### src/rtl/core/diff_hunk_header_parser_defines.svh
// ----------------------------------------------------------------------------
// diff hunk header parser assertion macros
// concurrent property wrappers, empty when SYNTHESIS is defined
// ----------------------------------------------------------------------------
`ifndef DIFF_HUNK_HEADER_PARSER_DEFINES_SVH
`define DIFF_HUNK_HEADER_PARSER_DEFINES_SVH

`ifndef SYNTHESIS

`define DHHP_ASSERT_IMP(lbl, ante, cons) \
	lbl: assert property (@(posedge clk) disable iff (!arst_n) (ante) |-> (cons)) \
		else $error("dhhp assertion failed");

`define DHHP_ASSERT_NXT(lbl, ante, cons) \
	lbl: assert property (@(posedge clk) disable iff (!arst_n) (ante) |=> (cons)) \
		else $error("dhhp assertion failed");

`else

`define DHHP_ASSERT_IMP(lbl, ante, cons)

`define DHHP_ASSERT_NXT(lbl, ante, cons)

`endif

`endif

### src/rtl/core/dhhp_pkg.sv
// ----------------------------------------------------------------------------
// dhhp_pkg
// word types, result codes and character constants of the hunk header parser
// ----------------------------------------------------------------------------
package dhhp_pkg;

	localparam int unsigned OUT_W = 31;

	localparam logic [OUT_W-1:0] HUNK_MAX = {OUT_W{1'b1}};

	localparam logic [7:0] CH_ZERO  = 8'h30;
	localparam logic [7:0] CH_NINE  = 8'h39;
	localparam logic [7:0] CH_A     = 8'h61;
	localparam logic [7:0] CH_C     = 8'h63;
	localparam logic [7:0] CH_D     = 8'h64;
	localparam logic [7:0] CH_COMMA = 8'h2C;
	localparam logic [7:0] CH_PLUS  = 8'h2B;
	localparam logic [7:0] CH_MINUS = 8'h2D;
	localparam logic [7:0] CH_NL    = 8'h0A;
	localparam logic [7:0] CH_TAB   = 8'h09;
	localparam logic [7:0] CH_VT    = 8'h0B;
	localparam logic [7:0] CH_FF    = 8'h0C;
	localparam logic [7:0] CH_CR    = 8'h0D;
	localparam logic [7:0] CH_SPACE = 8'h20;

	typedef enum logic [1:0] {
		KIND_HUNK    = 2'd0,
		KIND_ERROR   = 2'd1,
		KIND_SUMMARY = 2'd2
	} kind_t;

	typedef enum logic [1:0] {
		EDIT_ADD    = 2'd0,
		EDIT_CHANGE = 2'd1,
		EDIT_DELETE = 2'd2
	} edit_t;

	typedef struct packed {
		logic [7:0] in_byte;
		logic       end_of_stream;
	} in_t;

	typedef struct packed {
		kind_t            result_kind;
		logic [OUT_W-1:0] from_first;
		logic [OUT_W-1:0] from_last;
		edit_t            edit_kind;
		logic [OUT_W-1:0] to_first;
		logic [OUT_W-1:0] to_last;
		logic [OUT_W-1:0] hunk_total;
	} out_t;

	typedef struct packed {
		logic fire;
		out_t word;
	} result_t;

endpackage

### src/rtl/core/dhhp_parse.sv
// ----------------------------------------------------------------------------
// dhhp_parse
// parser state and next-state logic, one byte per step, at most one result
// ----------------------------------------------------------------------------
module dhhp_parse #(
	parameter int unsigned MAX_LINE = 8192,
	parameter int unsigned NUM_BITS = 31
) (
	input  logic                clk,
	input  logic                arst_n,
	input  logic                step,
	input  dhhp_pkg::in_t       in_word,
	output dhhp_pkg::result_t   result
);

	localparam int unsigned LEN_W = $clog2(MAX_LINE);
	localparam logic [LEN_W-1:0] LEN_LIMIT = LEN_W'(MAX_LINE - 1);
	localparam logic [LEN_W-1:0] LEN_SAT = {LEN_W{1'b1}};

	typedef enum logic [1:0] {PH_LINE, PH_SKIP, PH_NUM, PH_TRAIL} phase_t;
	typedef enum logic [1:0] {SUB_LEAD, SUB_SIGN, SUB_DIGITS} sub_t;
	typedef enum logic [1:0] {
		SLOT_OLD_FIRST, SLOT_OLD_LAST, SLOT_NEW_FIRST, SLOT_NEW_LAST
	} slot_t;

	phase_t                        phase_q, phase_nx;
	sub_t                          sub_q, sub_nx;
	slot_t                         slot_q, slot_nx;
	logic [NUM_BITS-1:0]           acc_q, acc_nx;
	logic [NUM_BITS-1:0]           old_first_q, old_first_nx;
	logic [NUM_BITS-1:0]           old_last_q, old_last_nx;
	logic [NUM_BITS-1:0]           new_first_q, new_first_nx;
	dhhp_pkg::edit_t               op_q, op_nx;
	logic [LEN_W-1:0]              len_q, len_nx;
	logic                          err_q, err_nx;
	logic [dhhp_pkg::OUT_W-1:0]    count_q, count_nx;

	logic [7:0]                    c;
	logic                          is_digit;
	logic                          is_ws;
	logic [NUM_BITS+3:0]           prod;
	logic [LEN_W-1:0]              len_inc;
	logic                          fail;
	logic                          emit;
	logic                          do_letter;
	logic                          do_endline;
	logic [NUM_BITS-1:0]           emit_last;
	logic [63:0]                   w_old_first;
	logic [63:0]                   w_old_last;
	logic [63:0]                   w_new_first;
	logic [63:0]                   w_last;

	assign c        = in_word.in_byte;
	assign is_digit = (c >= dhhp_pkg::CH_ZERO) && (c <= dhhp_pkg::CH_NINE);
	assign is_ws    = (c == dhhp_pkg::CH_SPACE) || (c == dhhp_pkg::CH_TAB)
		|| (c == dhhp_pkg::CH_VT) || (c == dhhp_pkg::CH_FF) || (c == dhhp_pkg::CH_CR);
	assign prod     = ({4'b0, acc_q} << 3) + ({4'b0, acc_q} << 1)
		+ (NUM_BITS+4)'(c[3:0]);
	assign len_inc  = (len_q == LEN_SAT) ? len_q : len_q + 1'b1;

	always_comb begin
		phase_nx     = phase_q;
		sub_nx       = sub_q;
		slot_nx      = slot_q;
		acc_nx       = acc_q;
		old_first_nx = old_first_q;
		old_last_nx  = old_last_q;
		new_first_nx = new_first_q;
		op_nx        = op_q;
		len_nx       = len_q;
		err_nx       = err_q;
		count_nx     = count_q;
		fail         = 1'b0;
		emit         = 1'b0;
		do_letter    = 1'b0;
		do_endline   = 1'b0;
		emit_last    = acc_q;
		result       = '0;

		if (in_word.end_of_stream) begin
			result.fire = 1'b1;
			if (err_q || !(phase_q == PH_LINE || phase_q == PH_SKIP)) begin
				result.word.result_kind = dhhp_pkg::KIND_ERROR;
			end else begin
				result.word.result_kind = dhhp_pkg::KIND_SUMMARY;
				result.word.hunk_total  = count_q;
			end
			phase_nx     = PH_LINE;
			sub_nx       = SUB_LEAD;
			slot_nx      = SLOT_OLD_FIRST;
			acc_nx       = '0;
			old_first_nx = '0;
			old_last_nx  = '0;
			new_first_nx = '0;
			op_nx        = dhhp_pkg::EDIT_ADD;
			len_nx       = '0;
			err_nx       = 1'b0;
			count_nx     = '0;
		end else if (!err_q) begin
			unique case (phase_q)
				PH_LINE: begin
					if (is_digit) begin
						phase_nx = PH_NUM;
						slot_nx  = SLOT_OLD_FIRST;
						sub_nx   = SUB_DIGITS;
						acc_nx   = NUM_BITS'(c[3:0]);
						len_nx   = LEN_W'(1);
					end else if (c != dhhp_pkg::CH_NL) begin
						phase_nx = PH_SKIP;
					end
				end
				PH_SKIP: begin
					if (c == dhhp_pkg::CH_NL) begin
						phase_nx = PH_LINE;
					end
				end
				PH_TRAIL, PH_NUM: begin
					len_nx = len_inc;
					if (c != dhhp_pkg::CH_NL && len_inc >= LEN_LIMIT) begin
						fail = 1'b1;
					end else if (phase_q == PH_TRAIL) begin
						if (c == dhhp_pkg::CH_NL) begin
							emit = 1'b1;
						end
					end else if (is_digit) begin
						if (sub_q == SUB_DIGITS) begin
							if (|prod[NUM_BITS+3:NUM_BITS]) begin
								fail = 1'b1;
							end else begin
								acc_nx = prod[NUM_BITS-1:0];
							end
						end else begin
							acc_nx = NUM_BITS'(c[3:0]);
							sub_nx = SUB_DIGITS;
						end
					end else if (sub_q == SUB_DIGITS) begin
						unique case (slot_q)
							SLOT_OLD_FIRST: begin
								old_first_nx = acc_q;
								old_last_nx  = acc_q;
								if (c == dhhp_pkg::CH_COMMA) begin
									slot_nx = SLOT_OLD_LAST;
									sub_nx  = SUB_LEAD;
									acc_nx  = '0;
								end else begin
									do_letter = 1'b1;
								end
							end
							SLOT_OLD_LAST: begin
								if (acc_q < old_first_q) begin
									fail = 1'b1;
								end else begin
									old_last_nx = acc_q;
									do_letter   = 1'b1;
								end
							end
							SLOT_NEW_FIRST: begin
								new_first_nx = acc_q;
								if (c == dhhp_pkg::CH_COMMA) begin
									if (op_q == dhhp_pkg::EDIT_DELETE) begin
										fail = 1'b1;
									end else begin
										slot_nx = SLOT_NEW_LAST;
										sub_nx  = SUB_LEAD;
										acc_nx  = '0;
									end
								end else begin
									do_endline = 1'b1;
								end
							end
							SLOT_NEW_LAST: begin
								if (acc_q < new_first_q) begin
									fail = 1'b1;
								end else begin
									do_endline = 1'b1;
								end
							end
							default: begin
								fail = 1'b1;
							end
						endcase
					end else if (sub_q == SUB_LEAD && is_ws) begin
						phase_nx = PH_NUM;
					end else if (sub_q == SUB_LEAD && c == dhhp_pkg::CH_PLUS) begin
						sub_nx = SUB_SIGN;
					end else begin
						fail = 1'b1;
					end
				end
				default: begin
					fail = 1'b1;
				end
			endcase

			// operation letter after the old range
			if (do_letter) begin
				priority if (c == dhhp_pkg::CH_A && slot_q == SLOT_OLD_LAST) begin
					fail = 1'b1;
				end else if (c == dhhp_pkg::CH_A) begin
					op_nx = dhhp_pkg::EDIT_ADD;
				end else if (c == dhhp_pkg::CH_C) begin
					op_nx = dhhp_pkg::EDIT_CHANGE;
				end else if (c == dhhp_pkg::CH_D) begin
					op_nx = dhhp_pkg::EDIT_DELETE;
				end else begin
					fail = 1'b1;
				end
				if (!fail) begin
					slot_nx = SLOT_NEW_FIRST;
					sub_nx  = SUB_LEAD;
					acc_nx  = '0;
				end
			end

			if (do_endline) begin
				if (c == dhhp_pkg::CH_NL) begin
					emit = 1'b1;
				end else begin
					phase_nx = PH_TRAIL;
				end
			end

			if (fail) begin
				err_nx                  = 1'b1;
				result.fire             = 1'b1;
				result.word.result_kind = dhhp_pkg::KIND_ERROR;
			end else if (emit) begin
				result.fire             = 1'b1;
				result.word.result_kind = dhhp_pkg::KIND_HUNK;
				result.word.from_first  = w_old_first[dhhp_pkg::OUT_W-1:0];
				result.word.from_last   = w_old_last[dhhp_pkg::OUT_W-1:0];
				result.word.edit_kind   = op_nx;
				result.word.to_first    = w_new_first[dhhp_pkg::OUT_W-1:0];
				result.word.to_last     = w_last[dhhp_pkg::OUT_W-1:0];
				phase_nx                = PH_LINE;
				if (count_q != dhhp_pkg::HUNK_MAX) begin
					count_nx = count_q + 1'b1;
				end
			end
		end
	end

	assign w_old_first = 64'(old_first_nx);
	assign w_old_last  = 64'(old_last_nx);
	assign w_new_first = 64'(new_first_nx);
	assign w_last      = 64'(emit_last);

	always_ff @(posedge clk or negedge arst_n) begin
		if (!arst_n) begin
			phase_q     <= PH_LINE;
			sub_q       <= SUB_LEAD;
			slot_q      <= SLOT_OLD_FIRST;
			acc_q       <= '0;
			old_first_q <= '0;
			old_last_q  <= '0;
			new_first_q <= '0;
			op_q        <= dhhp_pkg::EDIT_ADD;
			len_q       <= '0;
			err_q       <= 1'b0;
			count_q     <= '0;
		end else if (step) begin
			phase_q     <= phase_nx;
			sub_q       <= sub_nx;
			slot_q      <= slot_nx;
			acc_q       <= acc_nx;
			old_first_q <= old_first_nx;
			old_last_q  <= old_last_nx;
			new_first_q <= new_first_nx;
			op_q        <= op_nx;
			len_q       <= len_nx;
			err_q       <= err_nx;
			count_q     <= count_nx;
		end
	end

endmodule

### src/rtl/core/diff_hunk_header_parser.sv
// ----------------------------------------------------------------------------
// diff_hunk_header_parser
// streaming parser for hunk headers of normal-format diff text
// ----------------------------------------------------------------------------
// input channel in_valid/in_ready/in_word carries one text byte per word, or
// an end-of-stream marker; output channel out_valid/out_ready/out_word gives
// a hunk record per valid header line, a single error word for the first bad
// header, and a summary or error word at end of stream.
// a word is held in the input register, is parsed against the current
// state in one pass and its result, if any, lands in the output register,
// from which it drives out_valid and out_word.
// throughput is one word per cycle while the receiver keeps up; the per-byte
// state update is the loop. while the receiver stalls the output register
// holds and the input register keeps one more word, after which in_ready drops.
// reset clears the parser, the hunk count and the error latch; end of stream
// does the same after its result, so a new stream may follow at once.
// ----------------------------------------------------------------------------
`include "diff_hunk_header_parser_defines.svh"

module diff_hunk_header_parser #(
	parameter int unsigned MAX_LINE = 8192,
	parameter int unsigned NUM_BITS = 31
) (
	input  logic           clk,
	input  logic           arst_n,
	input  logic           in_valid,
	output logic           in_ready,
	input  dhhp_pkg::in_t  in_word,
	output logic           out_valid,
	input  logic           out_ready,
	output dhhp_pkg::out_t out_word
);

	logic               valid_s1;
	dhhp_pkg::in_t      word_s1;
	logic               advance;
	dhhp_pkg::result_t  result;
	logic               out_valid_q;
	dhhp_pkg::out_t     out_word_q;

	assign advance  = valid_s1 && (!out_valid_q || out_ready);
	assign in_ready = !valid_s1 || advance;

	dhhp_parse #(
		.MAX_LINE(MAX_LINE),
		.NUM_BITS(NUM_BITS)
	) u_parse (
		.clk     (clk),
		.arst_n  (arst_n),
		.step    (advance),
		.in_word (word_s1),
		.result  (result)
	);

	always_ff @(posedge clk or negedge arst_n) begin
		if (!arst_n) begin
			valid_s1    <= 1'b0;
			out_valid_q <= 1'b0;
		end else begin
			if (in_valid && in_ready) begin
				valid_s1 <= 1'b1;
			end else if (advance) begin
				valid_s1 <= 1'b0;
			end
			if (advance && result.fire) begin
				out_valid_q <= 1'b1;
			end else if (out_ready) begin
				out_valid_q <= 1'b0;
			end
		end
	end

	always_ff @(posedge clk) begin
		if (in_valid && in_ready) begin
			word_s1 <= in_word;
		end
		if (advance && result.fire) begin
			out_word_q <= result.word;
		end
	end

	assign out_valid = out_valid_q;
	assign out_word  = out_word_q;

	`DHHP_ASSERT_IMP(a_ready_when_empty, !valid_s1, in_ready)
	`DHHP_ASSERT_NXT(a_eos_gives_result, advance && word_s1.end_of_stream, out_valid)
	`DHHP_ASSERT_IMP(a_error_word_clean,
		out_valid && out_word.result_kind == dhhp_pkg::KIND_ERROR,
		out_word.from_first == '0 && out_word.to_last == '0 && out_word.hunk_total == '0)

endmodule

### config.mk
export PLATFORM = sky130hd
export DESIGN_NAME = diff_hunk_header_parser
export DESIGN_NICKNAME = d
export VERILOG_FILES = /design/src/rtl/core/dhhp_pkg.sv /design/src/rtl/core/dhhp_parse.sv /design/src/rtl/core/diff_hunk_header_parser.sv
export VERILOG_INCLUDE_DIRS = /design/src /design/src/rtl/core
export SDC_FILE = /design/constraint.sdc
export NUM_CORES = 1
export LEC_CHECK = 0
export BUFFER_PORTS_ARGS = -buffer_cell sky130_fd_sc_hd__buf_2
export CORE_ASPECT_RATIO = 1.5
export CORE_UTILIZATION = 36
export CTS_CLUSTER_DIAMETER = 200
export DETAILED_ROUTE_END_ITERATION = 8
export PLACE_DENSITY = 0.58
export SLEW_MARGIN = 40
export SYNTH_ARGS = -nofsm -noshare
export SYNTH_HDL_FRONTEND = slang
export SYNTH_SLANG_ARGS = --single-unit
### constraint.sdc
create_clock -name clk -period 24.5 [get_ports clk]
set_input_delay 4.9 -clock clk [delete_from_list [all_inputs] [get_ports clk]]
set_output_delay 4.9 -clock clk [all_outputs]
set_load 0.03 [all_outputs]
======== Word level (Yosys, flattened, before mapping) ========
Index checks and enable logic that the tools add are counted.
storage, ports and cells
  RAM bits ................................ 0
  input port bits ......................... 13
  memories ................................ 0
  output and inout bits ................... 161
  word-level logic and storage cells ...... 260
  bits in registers ....................... 347
  ROM bits ................................ 0
  latch bits .............................. 0
operators by class
  mux-type cells .......................... 168
  multiply operators ...................... 0
  reduce and logical (&&, ||, !) cells .... 34
  $lt $le $gt $ge ......................... 5
  bitwise gates (word level) .............. 2
  shift-type cells ........................ 0
  eq/ne operators ......................... 25
  add/subtract/negate cells ............... 4
  div/mod/pow operators ................... 0
operators with widths
  cell                                                                count
  2-to-1 mux 31 bit                                                   43
  2-to-1 mux 129 bit                                                  2
  one-hot mux 31 bit (2 select lines)                                 3
  2-to-1 mux 126 bit                                                  1
  2-to-1 mux 2 bit                                                    49
  less-than comparator 31 bit                                         2
  2-to-1 mux 1 bit                                                    55
  2-to-1 mux 13 bit                                                   4
  equality test 8 x 4 -> 1 bit (second input constant)                5
  adder 34 x 32 -> 35 bit                                             1
  adder 35 x 4 -> 35 bit                                              1
  adder 31 x 1 -> 31 bit (second input constant)                      1
  inequality test 31 bit (second input constant)                      1
  one-hot mux 13 bit (2 select lines)                                 1
  equality test 8 x 6 -> 1 bit (second input constant)                3
  equality test 8 x 7 -> 1 bit (second input constant)                3
  one-hot mux 2 bit (2 select lines)                                  4
  adder 13 x 1 -> 13 bit (second input constant)                      1
  equality test 13 bit (second input constant)                        1
  greater-or-equal comparator 13 bit (second input constant)          1
  equality test 2 bit (second input constant)                         6
  greater-or-equal comparator 8 x 6 -> 1 bit (second input constant)  1
  less-or-equal comparator 8 x 6 -> 1 bit (second input constant)     1
  logical AND 1 bit                                                   8
  other kinds (19)                                                    40

======== Depth between registers and ports, before layout ========
  depth in word-level cells ............... 27
  mapped depth ............................ 16
  depth with buffers taken out ............ 14

======== Hierarchy ========
Synthesis repeated with hierarchy kept, for this count alone.
second synthesis, totals
  cells, all modules ...................... 1989
  area, all modules ....................... 19494.9 sq um
modules (own cells, without submodules)
  module                   seq. area each (sq um)  cells each  instances  area an instance (sq um)
  dhhp_parse               4429.2                  1811        1          14338.8
  diff_hunk_header_parser  5094.9                  178         1          5156.2

======== Least setup slack after synthesis ========
OpenSTA, ideal clock, no wires.
  path kind ............................... input to register
  start ................................... in out_ready
  end ..................................... reg out_word_q, in the netlist out_word[0], enable pin
  setup slack ............................. 10.169 ns
  cell stages on the path ................. 7
  required time ........................... 23.770 ns
  library setup time ...................... 0.730 ns
  path buffers ............................ 3
  arrival time ............................ 13.602 ns
  path through ............................ nand2b_1 -> and2_1 -> clkbuf_1 -> o21ai_1 -> clkbuf_1 -> clkbuf_1 -> a21oi_1
between the ends
  word-level cells in the longest chain between the ends .. 3
RTL lines
  element               RTL line                       text
  from (decl)           diff_hunk_header_parser.sv:30  input logic out_ready,
  logical OR 1 bit      diff_hunk_header_parser.sv:41  assign advance = valid_s1 && (!out_valid_q || out_ready);
  logical AND 1 bit     diff_hunk_header_parser.sv:41
  logical AND 1 bit     diff_hunk_header_parser.sv:77  if (advance && result.fire) begin
  to (signal assigned)  diff_hunk_header_parser.sv:78  out_word_q <= result.word;
  to (decl)             diff_hunk_header_parser.sv:39  dhhp_pkg::out_t out_word_q;
No other way between the ends.
A chain may end at the register's enable or synchronous reset.

======== Worst setup path in the final report ========
  start ................................... in out_ready
  end ..................................... out in_ready
between the ends
  word-level cells in the longest chain between the ends .. 3
RTL lines
  element            RTL line                       text
  logical OR 1 bit   diff_hunk_header_parser.sv:41
  logical AND 1 bit  diff_hunk_header_parser.sv:41
  logical OR 1 bit   diff_hunk_header_parser.sv:42  assign in_ready = !valid_s1 || advance;
  to (decl)          diff_hunk_header_parser.sv:27  output logic in_ready,
No other way between the ends.

==> metrics.yaml <==
global_routing:
  track_usage: 0.217
  gr-total-overflow: 0
  grt_max_degree: 81
  grt_pass1_vias: 17100
  grt_pass1_wl_mm: 97.5
  antenna_found_initial: 0
clocking:
  root_buffer: "clkbuf_16"
  clkLatencyLatePin_ns: 0.56
  clock_path_buffers: 3
  post_cts_resized: 0
  cts_sinks: 347
  postCtsHoldBufs: 0
  htreeDepth: 2
  cts_buffers: 37
  cts_tree: "yes"
  post_cts.repair.setup_buffers: 0
  clk_pin_slew_worst_paths_ns: 0.06
synthesis:
  synthesis.instances: 2095
  synth.most_common_cell: "nand2_1"
  synth_cell_types: 92
  synth_top_area_cell: "edfxtp_1"
  ys_ff_latch: 347
  synthDominantCellAreaShare: 0.251
  synth_area_leaders: "edfxtp_1, dfrtp_1, ha_1"
  synth.top_cells.by_count: "nand2_1, dfrtp_1, a21oi_1"
  seq_area_frac_synth: 0.474
  synth_nets: 2233
  ys.flop_type: "dfrtp_1"
  avgSynthCellArea_um2: 9.60
  synth_enable_flop_cells: 168
  ys_warn_count: 0
  async_reset_ff_frac: 0.516
  synthesis.area_um2: 20100
outcome:
  status: "completed"
worst_setup_path:
  path_class: "input pin to output pin"
  reg2reg_setup_slack_ns: 18.53
  cp_max_fo: 3
  critPathArrivalTime_ns: 5.49
  end_kind: "output pin"
  critPathRequiredTime_ns: 19.60
  start_kind: "input pin"
routing:
  drtPass1Iterations: 5
  wl_per_cell_um: 21.1
  vias_per_cell: 5.75
  drc_errors: 0
  wirelength_mm: 61.5
  ant_nets: 0
  vias: 16800
  drt-initial-drc-count: 958
power_and_ir_drop:
  power_density_nw_per_um2: 66.9
  leakage_nw: 9.19
  pwr-share-comb: 0.178
  power_mw: 1.53
  p_clk_frac: 0.371
  p_int_mw: 1.06
  power.switching_uw: 466
  vdd_ir_drop_max_mv: 0.0572
  swShare: 0.305
  seqPwrFrac: 0.451
sta:
  fin_setup_tns_ns: 0
  worst_pin_slew_ns: 0.836
  hold_viol_final: 0
  report.final.slew_viol_count: 0
  rsz0062_at_grt: "no"
  slew_headroom: 0.438
  setup_viol: 0
  fmax_ghz: 0.0962
  fin_crit_ns: 10.39
  clock_skew_ns: 0.0236
  fin_crit_sh: 0.424
floorplanning:
  rows: 105
  initial_core_util: 0.366
  die_x_um: 195
  ios: 174
  die_area_um2: 56800
  dieHeight_um: 291
  coreArea_um2: 54900
flow_run:
  max-cap-violations: 0
min_path:
  hold_path_class: "flip-flop to flip-flop"
place:
  portBuffers: 173
  dpl-instance-area_um2: 21600
  gp_congestion: 0.922
  post-dp-hpwl_mm: 42.8
  placedCellCount: 2847
final_layout:
  nNetsFinal: 2330
  syn2layout_area_growth_pct: 13.4
  drive_above_1_share: 0.142
  finalInstanceArea_um2: 22800
  final_cells: 2915
  diodes: 0
-- worst max-delay path, stage by stage --
cell	delay, ns
buf_2	0.10
nor2b_1	0.16
nand2_1	0.13
buf_2	0.20
-- sequential cells by signal, summed over array words and instances (netlist names) --
signal and count:
u_parse.phase_q 2, u_parse.op_q 2, u_parse.err_q 1, valid_s1 1, out_word 159, u_parse.sub_q 2, u_parse.old_last_q 31, out_valid 1
u_parse.count_q 31, word_s1 9, u_parse.len_q 13, u_parse.acc_q 31, u_parse.new_first_q 31, u_parse.slot_q 2, u_parse.old_first_q 31
-- area by class of cell --
class / instances / area [um^2]
clock buffer: 47 / 1020
fill: 5357 / 32100
timing repair buffer: 215 / 1200
tap: 695 / 870
inverter: 98 / 368
sequential: 347 / 9520
clock inverter: 20 / 189
multi-input combinational: 1493 / 9630
-- routing by layer --
layer / up-vias / GRT usage / part of all wire
li1: 7935 / - / -
met1: 8193 / 0.249 / 0.40
met2: 491 / 0.396 / 0.52
met3: 141 / 0.0253 / 0.040
met4: 0 / 0.103 / 0.045
met5: - / 0 / 0
-- logic make-up (layout without fill, tap and decap cells) --
logic type      count (synthesis)  count (layout)  share of synthesized area
compound gates                626             626                      0.203
xor+xnor                       24              24                     0.0105
fa+ha+maj                     125             125                     0.0785
buf+inv                       255             380                     0.0520
flops                         347             347                      0.474
mux                            32              32                     0.0161
simple gates                  686             686                      0.167
-- power groups by stage --
stage / Clock, mW / Sequential (mW) / Combinational [mW]
final: 0.567 / 0.688 / 0.272
after CTS: 0.583 / 0.688 / 0.274
after detailed placement: 0 / 0.699 / 0.273
after floorplan: 0 / 0.749 / 0.136
after global routing: 0.602 / 0.693 / 0.297
after global placement: 0 / 0.699 / 0.268
-- final timing paths --
check	startpoint	end	cells after the start
worst min-delay path	u_parse.old_last_q[30]	u_parse.old_last_q[30]	2
worst max-delay path	out_ready	in_ready	4
worst min register to register	u_parse.old_last_q[30]	u_parse.old_last_q[30]	2
worst max register to register	u_parse.acc_q[2]	out_word[156]	16
min in group asynchronous	arst_n	u_parse.old_first_q[26]	1
max in group asynchronous	arst_n	u_parse.phase_q[1]	2
-- stage by stage --
stage / hold slack (ns) / worst slack, ns / util
2_1_floorplan: 0.471 / 10.17 / -
3_3_place_gp: 0.485 / 14.09 / 0.392
3_5_place_dp: 0.499 / 14.11 / 0.393
4_1_cts: 0.513 / 14.10 / 0.415
5_1_grt: 0.540 / 14.06 / 0.415
6_report: 0.510 / 14.11 / 0.415
-- cell usage in the layout (no fill, tap or decap), drive strengths merged, types with 14 or more instances in the layout --
cell / n
nand4: 31
buf: 214
a211oi: 30
dfrtp: 179
and3: 39
nor4: 14
nand3: 51
a22o: 51
nor3: 30
nand2: 277
or4: 18
clkbuf: 48
mux2i: 30
o211ai: 17
a22oi: 33
a2111oi: 19
inv: 98
edfxtp: 168
a21boi: 23
a31oi: 31
o21ai: 122
nor2: 120
ha: 123
a21o: 15
o22ai: 38
a21oi: 170
and2: 36
o31ai: 15
nand2b: 16
Note: power is estimated with default switching activity, not from simulation.
